### src/design/pip_pkg.sv
// shared types, constants and microcode rom for the point-in-polygon test
// used by pip_seq and point_in_polygon_test; no other dependencies
package pip_pkg;

	localparam int MAX_VERTICES = 16;
	localparam int IDX_W        = $clog2(MAX_VERTICES);
	localparam int CNT_W        = 5;
	localparam int COORD_W      = 16;
	localparam int DIFF_W       = COORD_W + 1;
	localparam int PROD_W       = 2 * DIFF_W;
	localparam int STEP_W       = 3;

	// configuration register index, taken from paddr[2]
	localparam logic REG_VCOUNT = 1'b0;

	// command codes
	localparam logic CMD_LOAD = 1'b0;
	localparam logic CMD_TEST = 1'b1;

	// microcode steps
	localparam logic [STEP_W-1:0] STEP_IDLE    = 3'd0;
	localparam logic [STEP_W-1:0] STEP_RD_LAST = 3'd1;
	localparam logic [STEP_W-1:0] STEP_RD_LOOP = 3'd2;
	localparam logic [STEP_W-1:0] STEP_DRAIN   = 3'd3;
	localparam logic [STEP_W-1:0] STEP_DONE    = 3'd4;

	// jump conditions
	localparam logic [2:0] C_NEVER   = 3'd0;
	localparam logic [2:0] C_ALWAYS  = 3'd1;
	localparam logic [2:0] C_NO_TEST = 3'd2;
	localparam logic [2:0] C_N_ZERO  = 3'd3;
	localparam logic [2:0] C_MORE    = 3'd4;
	localparam logic [2:0] C_BUSY    = 3'd5;

	typedef struct packed {
		logic              idle;
		logic              rd_last;
		logic              rd_idx;
		logic              done;
		logic [2:0]        cond;
		logic [STEP_W-1:0] target;
	} ucode_t;

	// status from the datapath to the sequencer
	typedef struct packed {
		logic             test_acc;
		logic             n_zero;
		logic             pipe_busy;
		logic [IDX_W-1:0] last_idx;
	} seq_stat_t;

	// control from the sequencer to the datapath
	typedef struct packed {
		logic             idle;
		logic             rd_en;
		logic             edge_rd;
		logic             done;
		logic [IDX_W-1:0] rd_addr;
	} seq_ctl_t;

	function automatic ucode_t ucode_rom(input logic [STEP_W-1:0] step);
		ucode_t w;
		w = '{idle: 1'b0, rd_last: 1'b0, rd_idx: 1'b0, done: 1'b0,
			cond: C_ALWAYS, target: STEP_IDLE};
		case (step)
			STEP_IDLE: begin
				w.idle   = 1'b1;
				w.cond   = C_NO_TEST;
				w.target = STEP_IDLE;
			end
			STEP_RD_LAST: begin
				// closing vertex first, it is the previous end of edge 0
				w.rd_last = 1'b1;
				w.cond    = C_N_ZERO;
				w.target  = STEP_DRAIN;
			end
			STEP_RD_LOOP: begin
				w.rd_idx = 1'b1;
				w.cond   = C_MORE;
				w.target = STEP_RD_LOOP;
			end
			STEP_DRAIN: begin
				w.cond   = C_BUSY;
				w.target = STEP_DRAIN;
			end
			STEP_DONE: begin
				w.done   = 1'b1;
				w.cond   = C_ALWAYS;
				w.target = STEP_IDLE;
			end
			default: begin
				w.cond   = C_ALWAYS;
				w.target = STEP_IDLE;
			end
		endcase
		return w;
	endfunction

endpackage

### src/design/pip_seq.sv
// microcode sequencer: step counter, control rom, vertex index counter
// depends on pip_pkg
module pip_seq (
	input  logic                clk,
	input  logic                arst_n,
	input  pip_pkg::seq_stat_t  stat,
	output pip_pkg::seq_ctl_t   ctl
);

	logic [pip_pkg::STEP_W-1:0] step_q;
	logic [pip_pkg::STEP_W-1:0] step_d;
	logic [pip_pkg::IDX_W-1:0]  idx_q;
	pip_pkg::ucode_t            word;
	logic                       take;

	assign word = pip_pkg::ucode_rom(step_q);

	always_comb begin
		case (word.cond)
			pip_pkg::C_NEVER:   take = 1'b0;
			pip_pkg::C_ALWAYS:  take = 1'b1;
			pip_pkg::C_NO_TEST: take = !stat.test_acc;
			pip_pkg::C_N_ZERO:  take = stat.n_zero;
			pip_pkg::C_MORE:    take = (idx_q != stat.last_idx);
			pip_pkg::C_BUSY:    take = stat.pipe_busy;
			default:            take = 1'b1;
		endcase
		step_d = take ? word.target : step_q + 1'b1;
	end

	always_ff @(posedge clk or negedge arst_n) begin
		if (!arst_n) begin
			step_q <= pip_pkg::STEP_IDLE;
			idx_q  <= '0;
		end else begin
			step_q <= step_d;
			if (word.rd_last) begin
				idx_q <= '0;
			end else if (word.rd_idx) begin
				idx_q <= idx_q + 1'b1;
			end
		end
	end

	assign ctl.idle    = word.idle;
	assign ctl.rd_en   = word.rd_last | word.rd_idx;
	assign ctl.edge_rd = word.rd_idx;
	assign ctl.done    = word.done;
	assign ctl.rd_addr = word.rd_last ? stat.last_idx : idx_q;

	// a test leaves idle for the closing-vertex read
	a_start: assert property (@(posedge clk) disable iff (!arst_n)
		(step_q == pip_pkg::STEP_IDLE && stat.test_acc) |=> step_q == pip_pkg::STEP_RD_LAST)
		else $error("test accepted but sequencer did not start");

	// result only once every edge has left the pipeline
	a_drained: assert property (@(posedge clk) disable iff (!arst_n)
		word.done |-> !stat.pipe_busy)
		else $error("result given with edges in flight");

	// result is followed by idle
	a_back_idle: assert property (@(posedge clk) disable iff (!arst_n)
		word.done |=> step_q == pip_pkg::STEP_IDLE)
		else $error("sequencer did not return to idle");

	// no store read while idle, so loads never collide with reads
	a_no_rd_idle: assert property (@(posedge clk) disable iff (!arst_n)
		ctl.idle |-> !ctl.rd_en)
		else $error("store read while idle");

endmodule

### config.mk
export PLATFORM = sky130hd
export DESIGN_NAME = pip_seq
export DESIGN_NICKNAME = d
export VERILOG_FILES = /design/src/design/pip_pkg.sv /design/src/design/pip_seq.sv
export SDC_FILE = /design/constraint.sdc
export NUM_CORES = 1
export LEC_CHECK = 0
export BUFFER_PORTS_ARGS = -buffer_cell sky130_fd_sc_hd__buf_4
export CORE_AREA = 2 2 40 42
export DETAILED_ROUTE_END_ITERATION = 16
export DIE_AREA = 0 0 42 44
export PLACE_DENSITY = 0.74
export SYNTH_ARGS = -nofsm -noshare
export SYNTH_HDL_FRONTEND = slang
export SYNTH_SLANG_ARGS = --single-unit
### constraint.sdc
create_clock -name clk -period 2.1 [get_ports clk]
set_input_delay 0.105 -clock clk [delete_from_list [all_inputs] [get_ports clk]]
set_output_delay 0.105 -clock clk [all_outputs]
set_load 0.01 [all_outputs]
==> impl_metrics.toml, run 1 <==
[yosys]
netlist_area_um2 = 591
yosysSeqAreaShare_pct = 29.7
synthesis.nets = 79
synth_top_area_share_pct = 29.7
synth-edff-count = 0
synth_commonest_cells = "dfrtp_1, ha_1, nor2_1"
synth_area_leader_cell = "dfrtp_1"
syn_area_per_cell_um2 = 9.37
async_flop_share_pct = 100
synth-seq-cells = 7
ys.flop_type = "dfrtp_1"
postSynthCellCount = 63
ys_types = 26
synthTopCellsByArea = "dfrtp_1, ha_1, xor2_1"
yosysWarnings = 0

[routing]
post_drt_wl_per_cell_um = 12.5
wirelength_um = 1340
first_iter_violations = 3
ant_nets = 0
drc = 0
vias = 545
vias_per_cell = 5.09
dr.pass1.iters = 4

[floorplan]
rows = 14
fp.dieH_um = 44
start_util_pct = 41.6
io_pins = 17
core_um2 = 1420
dieWidth_um = 42
dieArea_um2 = 1850

[run_status]
status = "complete, no violations"

[setup_path]
path_max_fanout = 7
cp-end-kind = "flip-flop"
worst_ep_arrival_time_ns = 2.16
crit_required_ns = 2.23
critPathKind = "reg -> reg"
cp-start-kind = "flip-flop"

[final_layout]
stdcell_count = 107
fin_nets = 108
drive_gt1_share_pct = 46.2
area_delta_synth_final_pct = 40.7
diodes = 0

[grt]
overflow = 0
grt_max_degree = 10
grt_pass1_wl_um = 2330
track_usage_pct = 17.1
first_global_vias = 559
antenna_found_initial = 0

[timing]
max_slew_margin_pct = 78.0
setup_viol_count_final = 0
fin_skew_ns = 0.00967
worst_pin_slew_ns = 0.327
fin_crit_sh_pct = 96.3
fin_ws_ns = 0.0784
max_freq_mhz = 495
hold_viol = 0
fin_crit_ns = 2.02
finalMaxSlewViolations = 0

[flow_run]
maxCapViolCount = 0

[cts]
cts_buffer_depth = 2
cts_sinks = 7
cts-root-buf = "clkbuf_4"
clk_pin_slew_worst_paths_ns = 0.06
insertion_delay_ns = 0.26
cts_tree = "built"
htreeDepth = 1
numCtsBuffers = 3

[placed_design]
gp_congestion = 0.872
pre_cts_ws_ns = 0.0423
dp_cells = 99
port_buffers = 16
dpl.hpwl_um = 1060

[hold_path]
hold_class = "in -> async"

[pwr]
leakagePower_nw = 0.416
p_per_area_nw_per_um2 = 1540
ir_drop_v = 0.000708
[power breakdown]
group	internal (mW)	total, mW	switching [mW]
clock network	0.0728	0.127	0.0545
logic	0.497	0.914	0.417
registers	0.185	0.240	0.0548
[sequential cells by signal (all words and copies together) (netlist names)]
name    count
idx_q       4
step_q      3
[layout by cell type (no fill, tap or decap), types with 2 or more instances in the layout]
| master | count |
|---|---|
| and2b_1 | 2 |
| buf_4 | 25 |
| clkbuf_4 | 3 |
| dfrtp_1 | 6 |
| ha_1 | 3 |
| ha_2 | 4 |
| inv_1 | 2 |
| mux2_2 | 4 |
| nand2_1 | 4 |
| nor2_1 | 7 |
| nor2b_1 | 2 |
| nor3_1 | 2 |
| nor4_1 | 2 |
| o21ai_0 | 3 |
| xor2_1 | 6 |
[through the flow]
step	TNS, ns	power, mW	util (%)	cell area [um2]	hold WS, ns
final	0	1.28	58.6	831	0.188
after detailed placement	0	1.06	53.9	764	-0.0789
after global routing	-0.0340	1.42	58.6	831	0.195
after floorplan	0	0.795	-	596	-0.191
after global placement	0	1.04	53.9	764	-0.0789
after CTS	0	1.20	56.4	801	0.185
[routing by layer]
layer / vias up / GRT usage, % / share of wire, %
met5: - / 0 / 0
met4: 0 / 5.81 / 1.2
met3: 3 / 6.25 / 5.5
met2: 18 / 32.5 / 55
met1: 256 / 17.2 / 39
li1: 268 / - / -
[what timing repair did]
action / in CTS / in global routing
endpoints found under the hold margin: 7 / 0
resized for setup: 0 / 4
hold buffers: 1 / 0
setup endpoints to repair: 0 / 1
setup buffers: 0 / 3
[final timing paths]
check                            endpoint  cells past startpoint  slack [ns]      start
worst max register to register  step_q[1]                      8        0.08  step_q[0]
min in group clk                step_q[1]                      5        0.39    stat[5]
worst max-delay path            step_q[1]                      8        0.08  step_q[0]
max in group asynchronous       step_q[0]                      2        1.77     arst_n
worst min register to register   idx_q[1]                      2        0.51  step_q[2]
worst min-delay path             idx_q[0]                      2        0.19     arst_n
[kinds of logic after synthesis]
family,Yosys count,synth area share [%]
AO/OA/AOI/OAI,8,9.32
adder cells (fa/ha/maj),7,14.8
multiplexers,6,11.2
AND/OR/NAND/NOR,23,20.1
XOR/XNOR,7,10.4
flip-flops,7,29.7
buffers and inverters,5,4.45
[area by class of cell]
class | instances | area, um2
clock buffer | 4 | 26.3
fill | 135 | 588
inverter | 3 | 11.3
multi-input combinational | 51 | 399
sequential | 7 | 176
tap | 16 | 20.0
timing repair buffer | 26 | 198
[worst max-delay path, stage by stage, from the launching register on]
cell	delay, ns
dfrtp_2	0.45
inv_2	0.08
ha_2	0.17
nor2b_2	0.16
nor2_1	0.06
ha_1	0.27
o21ai_1	0.07
a311oi_2	0.30
mux2_1	0.35
No activity file was read; power rests on OpenSTA's default activity.
==> run 2, diff against run 1 <==
Settings changed: ABC_AREA set to 1, CORE_AREA 2 2 40 42 to 2 2 41 43, DIE_AREA 0 0 42 44 to 0 0 43 45, PLACE_DENSITY 0.74 to 0.73.
==> run 2 against run 1 <==
  * Worst setup slack better by 0.29 ns
  * Sequential share of layout area grew 0.92 points
  * Clock skew decreased by 0.0094 ns
  * Largest power group unchanged
  * Register-to-register slack improved by 0.29 ns
  * Maximum frequency grew 16%
  * Hold slack better by 0.013 ns
  * Synthesized area up 4.0%
  * Non-clock buffer count fell by 9
  * Routed wire length is 7.6% lower
==> impl_metrics.toml, run 2 <==
[run_status]
status = "complete, no violations"

[final_layout]
design_area_um2 = 791
multiInputGateArea_um2 = 379
diodes = 0
fillers = 149
stdcell_count = 131
regArea_um2 = 175
reg_top3 = "idx_q: 4 flops, step_q: 3 flops"
largest_reg_flops = 4
layout_commonest_cell = "nand2_1"
drive_gt1_share_pct = 20.0
fin_nets = 132
most-common-layout-cells = "nand2_1, buf_4, inv_1, nor2_1"
top_register = "idx_q"
area_delta_synth_final_pct = 28.7

[setup_path]
crit_required_ns = 2.28
worst_ep_arrival_time_ns = 1.92
cp-end-kind = "flip-flop"
timing.rr.end = "step_q[0]"
r2r_start = "step_q[0]"
path_max_fanout = 5
cp-start-kind = "flip-flop"
r2r_slack_ns = 0.36
reg2reg_depth = 9
setup.worst_path.end = "step_q[0]"
critPathKind = "reg -> reg"
crit_start = "step_q[0]"

[cts]
cts_sinks = 7
clk_pin_slew_worst_paths_ns = 0.05
cts_tree = "built"
numCtsBuffers = 3
insertion_delay_ns = 0.24
htreeDepth = 1
postCtsSetupBuffers = 0
cts_buffer_depth = 2
cts-root-buf = "clkbuf_4"

[floorplan]
start_util_pct = 41.8
dieWidth_um = 43
rows = 14
dieArea_um2 = 1940
io_pins = 17
fp.dieH_um = 45
core_um2 = 1470

[routing]
vias_per_cell = 4.66
drc = 0
vias = 611
ant_nets = 0
wirelength_um = 1240
post_drt_wl_per_cell_um = 9.44
first_iter_violations = 5
dr.pass1.iters = 4

[yosys]
synthesis.nets = 110
synth_area_leader_cell = "dfrtp_1"
synth-seq-cells = 7
ys.flop_type = "dfrtp_1"
async_flop_share_pct = 100
syn_area_per_cell_um2 = 6.54
yosysSeqAreaShare_pct = 28.5
synth_commonest_cells = "nand2_1, inv_1, nor2_1"
netlist_area_um2 = 614
ys_types = 16
synth-edff-count = 0
synth.most_common_cell = "nand2_1"
synthTopCellsByArea = "dfrtp_1, nand2_1, ha_1"
yosysWarnings = 0
postSynthCellCount = 94
synth_top_area_share_pct = 28.5

[timing]
setup_tns_ns = 0
setup_viol_count_final = 0
max_freq_mhz = 576
fin_skew_ns = 0.000243
fin_ws_ns = 0.364
fin_crit_ns = 1.74
hold_viol = 0
max_slew_margin_pct = 77.8
grt_setup_unrepaired = "false"
worst_pin_slew_ns = 0.330
fin_crit_sh_pct = 82.7
finalMaxSlewViolations = 0

[pwr]
p_per_area_nw_per_um2 = 1360
p_clk_share_pct = 10.8
comb_power_share_pct = 68.5
swShare_pct = 48.8
leakagePower_nw = 0.463
seq_power_share_pct = 20.8
finalPower_mw = 1.08
ir_drop_v = 0.000730
p_int_mw = 0.551
power.switching_mw = 0.525

[placed_design]
dpl-instance-area_um2 = 754
port_buffers = 16
dp_cells = 126
gp_congestion = 0.808
pre_cts_ws_ns = 0.382
dpl.hpwl_um = 1060

[grt]
grt_pass1_wl_um = 2150
grt_max_degree = 10
antenna_found_initial = 0
track_usage_pct = 14.9
first_global_vias = 557
overflow = 0

[flow_run]
maxCapViolCount = 0

[hold_path]
hold_class = "in -> async"
run 2: cell count changes after synthesis, sizes merged, moves of 4 or more:
cell and change:
nand2 +28, inv +13, mux2 -5, nor2 +5, nand3 +4
run 2: kinds of logic after synthesis:
kind of cell	count (synthesis)	synth area share, %
flops	7	28.5
buf+inv	16	9.77
compound gates	10	9.57
simple gates	51	33.6
fa+ha+maj	7	14.3
xor+xnor	3	4.28
run 2: power groups by stage:
stage	clock (mW)	combinational (mW)	sequential, mW
final	0.116	0.736	0.223
after global routing	0.130	0.849	0.229
after CTS	0.124	0.741	0.223
after detailed placement	0	0.736	0.225
after global placement	0	0.727	0.223
after floorplan	0	0.514	0.216
run 2: timing repair:
item / 4_1_cts / 5_1_grt
endpoints found under the hold margin: 7 / 0
gates resized for setup: 0 / 0
setup endpoints to repair: 0 / 0
hold buffers: 1 / 0
run 2: layer usage:
metal  track usage [%]  part of all wire (%)  vias up
met5                 0                     0        -
met4              10.9                  0.97        0
met3              1.20                   2.3        2
met2              25.5                    48        7
met1              17.8                    48      268
li1                  -                     -      334
run 2: worst max-delay path, stage by stage (launching register included):
cell and delay [ns]:
dfrtp_1 0.41, inv_1 0.11, ha_1 0.23, o21ai_0 0.30
ha_1 0.30, nand2_1 0.08, nor2_2 0.05, nand2_1 0.10
nand2_1 0.06, nand2_1 0.05
run 2: area by class of cell:
class / instances / area share (%)
multi-input combinational: 71 / 47.9
sequential: 7 / 22.2
timing repair buffer: 17 / 16.5
inverter: 16 / 7.59
clock buffer: 4 / 3.32
tap: 16 / 2.53
run 2: stage by stage:
| step | hold slack, ns | util (%) |
|---|---|---|
| floorplan | -0.191 | - |
| global placement | -0.0796 | 51.3 |
| detailed placement | -0.0802 | 51.3 |
| CTS | 0.188 | 53.7 |
| global route | 0.219 | 53.7 |
| finish | 0.200 | 53.7 |
run 2: worst min path at each step:
stage               slack [ns]  depth (start not counted)  endpoint   start
floorplan                -0.19                          0  idx_q[0]  arst_n
global placement         -0.08                          1  idx_q[3]  arst_n
detailed placement       -0.08                          1  idx_q[3]  arst_n
CTS                       0.19                          2  idx_q[3]  arst_n
global route              0.22                          2  idx_q[1]  arst_n
finish                    0.20                          2  idx_q[3]  arst_n
==> run 3, diff against run 2 <==
Settings changed: ABC_AREA 1 to 0, CORE_AREA 2 2 41 43 to 2 2 39 41, DIE_AREA 0 0 43 45 to 0 0 41 43, PLACE_DENSITY 0.73 to 0.75.
Clock period 2.1 ns to 1.65 ns, I/O delays scaled along.
==> run 3 against run 2 <==
  * The run now ends with setup timing left
  * Design area rose by 22%
  * Die area fell by 8.9%
  * Critical path type unchanged
  * Clock power rose by 32%
  * Clock skew rose by 0.0070 ns
  * Combinational power rose by 110%
  * Critical endpoint is now step_q[1]
  * Sequential share of layout area fell by 3.9 points
==> impl_metrics.toml, run 3 (synthesis results as in run 1) <==
[final_layout]
largest_reg_flops = 4
stdcell_count = 119
drive_gt1_share_pct = 56.3
top_register = "idx_q"
most-common-layout-cells = "buf_4, nor2_1, xor2_1, dfrtp_1"
layout_commonest_cell = "buf_4"
reg_top3 = "idx_q: 4 flops, step_q: 3 flops"
diodes = 0
design_area_um2 = 966
area_delta_synth_final_pct = 63.6
utilization_pct = 69.8
fin_nets = 120

[timing]
max_slew_margin_pct = 72.7
grt_setup_unrepaired = "true"
hold_viol = 0
fin_skew_ns = 0.00725
fin_crit_sh_pct = 120
worst_pin_slew_ns = 0.405
max_freq_mhz = 505
fin_crit_ns = 1.98
setup_viol_count_final = 8
fin_ws_ns = -0.331
finalMaxSlewViolations = 0

[floorplan]
core_um2 = 1380
fp.dieH_um = 43
start_util_pct = 42.7
io_pins = 17
rows = 14
dieArea_um2 = 1760
dieWidth_um = 41

[routing]
vias_per_cell = 4.96
first_iter_violations = 2
ant_nets = 0
vias = 590
dr.pass1.iters = 3
wirelength_um = 1470
post_drt_wl_per_cell_um = 12.4
drc = 0

[pwr]
finalPower_mw = 1.96
leakagePower_nw = 0.491
ir_drop_v = 0.00126
p_per_area_nw_per_um2 = 2030

[setup_path]
critPathSlowestCell = "dfrtp_1"
r2r_start = "step_q[1]"
path_max_fanout = 5
worst_ep_arrival_time_ns = 2.11
cp-start-kind = "flip-flop"
cp-end-kind = "flip-flop"
path_cells = "ha_1 -> ha_2 -> nor2_2 -> ha_1 -> o21ai_2 -> a311oi_2 -> mux2_4"
critPathKind = "reg -> reg"
crit_family = "adder cells"
crit_required_ns = 1.78
worst-path-buf-inv = 0
cpPeakStageDelay_ns = 0.42
crit_path_frequent_cell = "ha_1"
crit_start = "step_q[1]"

[run_status]
violations = "setup timing"
status = "finished, violations left"

[placed_design]
dpl.hpwl_um = 1150
gp_congestion = 0.893
port_buffers = 16
dp_cells = 111
pre_cts_ws_ns = -0.322
dpl-instance-area_um2 = 872

[cts]
insertion_delay_ns = 0.25
numCtsBuffers = 3
cts_tree = "built"
cts_sinks = 7
cts_buffer_depth = 2
htreeDepth = 1
clk_pin_slew_worst_paths_ns = 0.05
cts-root-buf = "clkbuf_4"

[grt]
overflow = 0
grt_max_degree = 10
grt_pass1_wl_um = 2210
first_global_vias = 566
track_usage_pct = 18.8
antenna_found_initial = 0

[flow_run]
maxCapViolCount = 0

[hold_path]
hold_class = "in -> async"
[run 3: path summary, 6_finish.rpt]
path,to,cells past startpoint,slack [ns]
max,step_q[1],7,-0.33
min,idx_q[2],2,0.18
max reg2reg,step_q[1],7,-0.33
min reg2reg,idx_q[1],3,0.63
max in group asynchronous,step_q[0],2,1.33
min in group clk,step_q[1],5,0.38
[run 3: report_power, final]
| part | internal [mW] | switching, mW |
|---|---|---|
| combinational | 0.867 | 0.651 |
| sequential | 0.236 | 0.0565 |
| clock | 0.0921 | 0.0605 |
| total | 1.20 | 0.768 |
[run 3: cell type report]
type | instances | area [um2]
tap | 16 | 20.0
clock buffer | 4 | 26.3
multi-input combinational | 51 | 438
fill | 113 | 418
sequential | 7 | 176
timing repair buffer | 38 | 292
inverter | 3 | 13.8
[run 3: stage by stage]
stage / TNS (ns) / hold WS [ns]
floorplan: -0.644 / -0.213
global placement: -0.448 / -0.0984
detailed placement: -0.587 / -0.0982
CTS: -1.09 / 0.171
finish: -1.65 / 0.176
global route: -2.24 / 0.180
[run 3: routing by layer]
layer  wire length [um]  track usage [%]
met5                  0                0
met4                 29             3.33
met1                517             18.1
met2                850             34.1
met3                 75             8.90
[run 3: what timing repair did]
item | 4_1_cts | 5_1_grt
setup buffers | 1 | 3
resized for setup | 1 | 8
gates cloned | 0 | 0
endpoints found under the setup margin | 8 | 8
hold endpoints to repair | 7 | 0
pin swaps | 0 | 2
hold buffers | 1 | 0
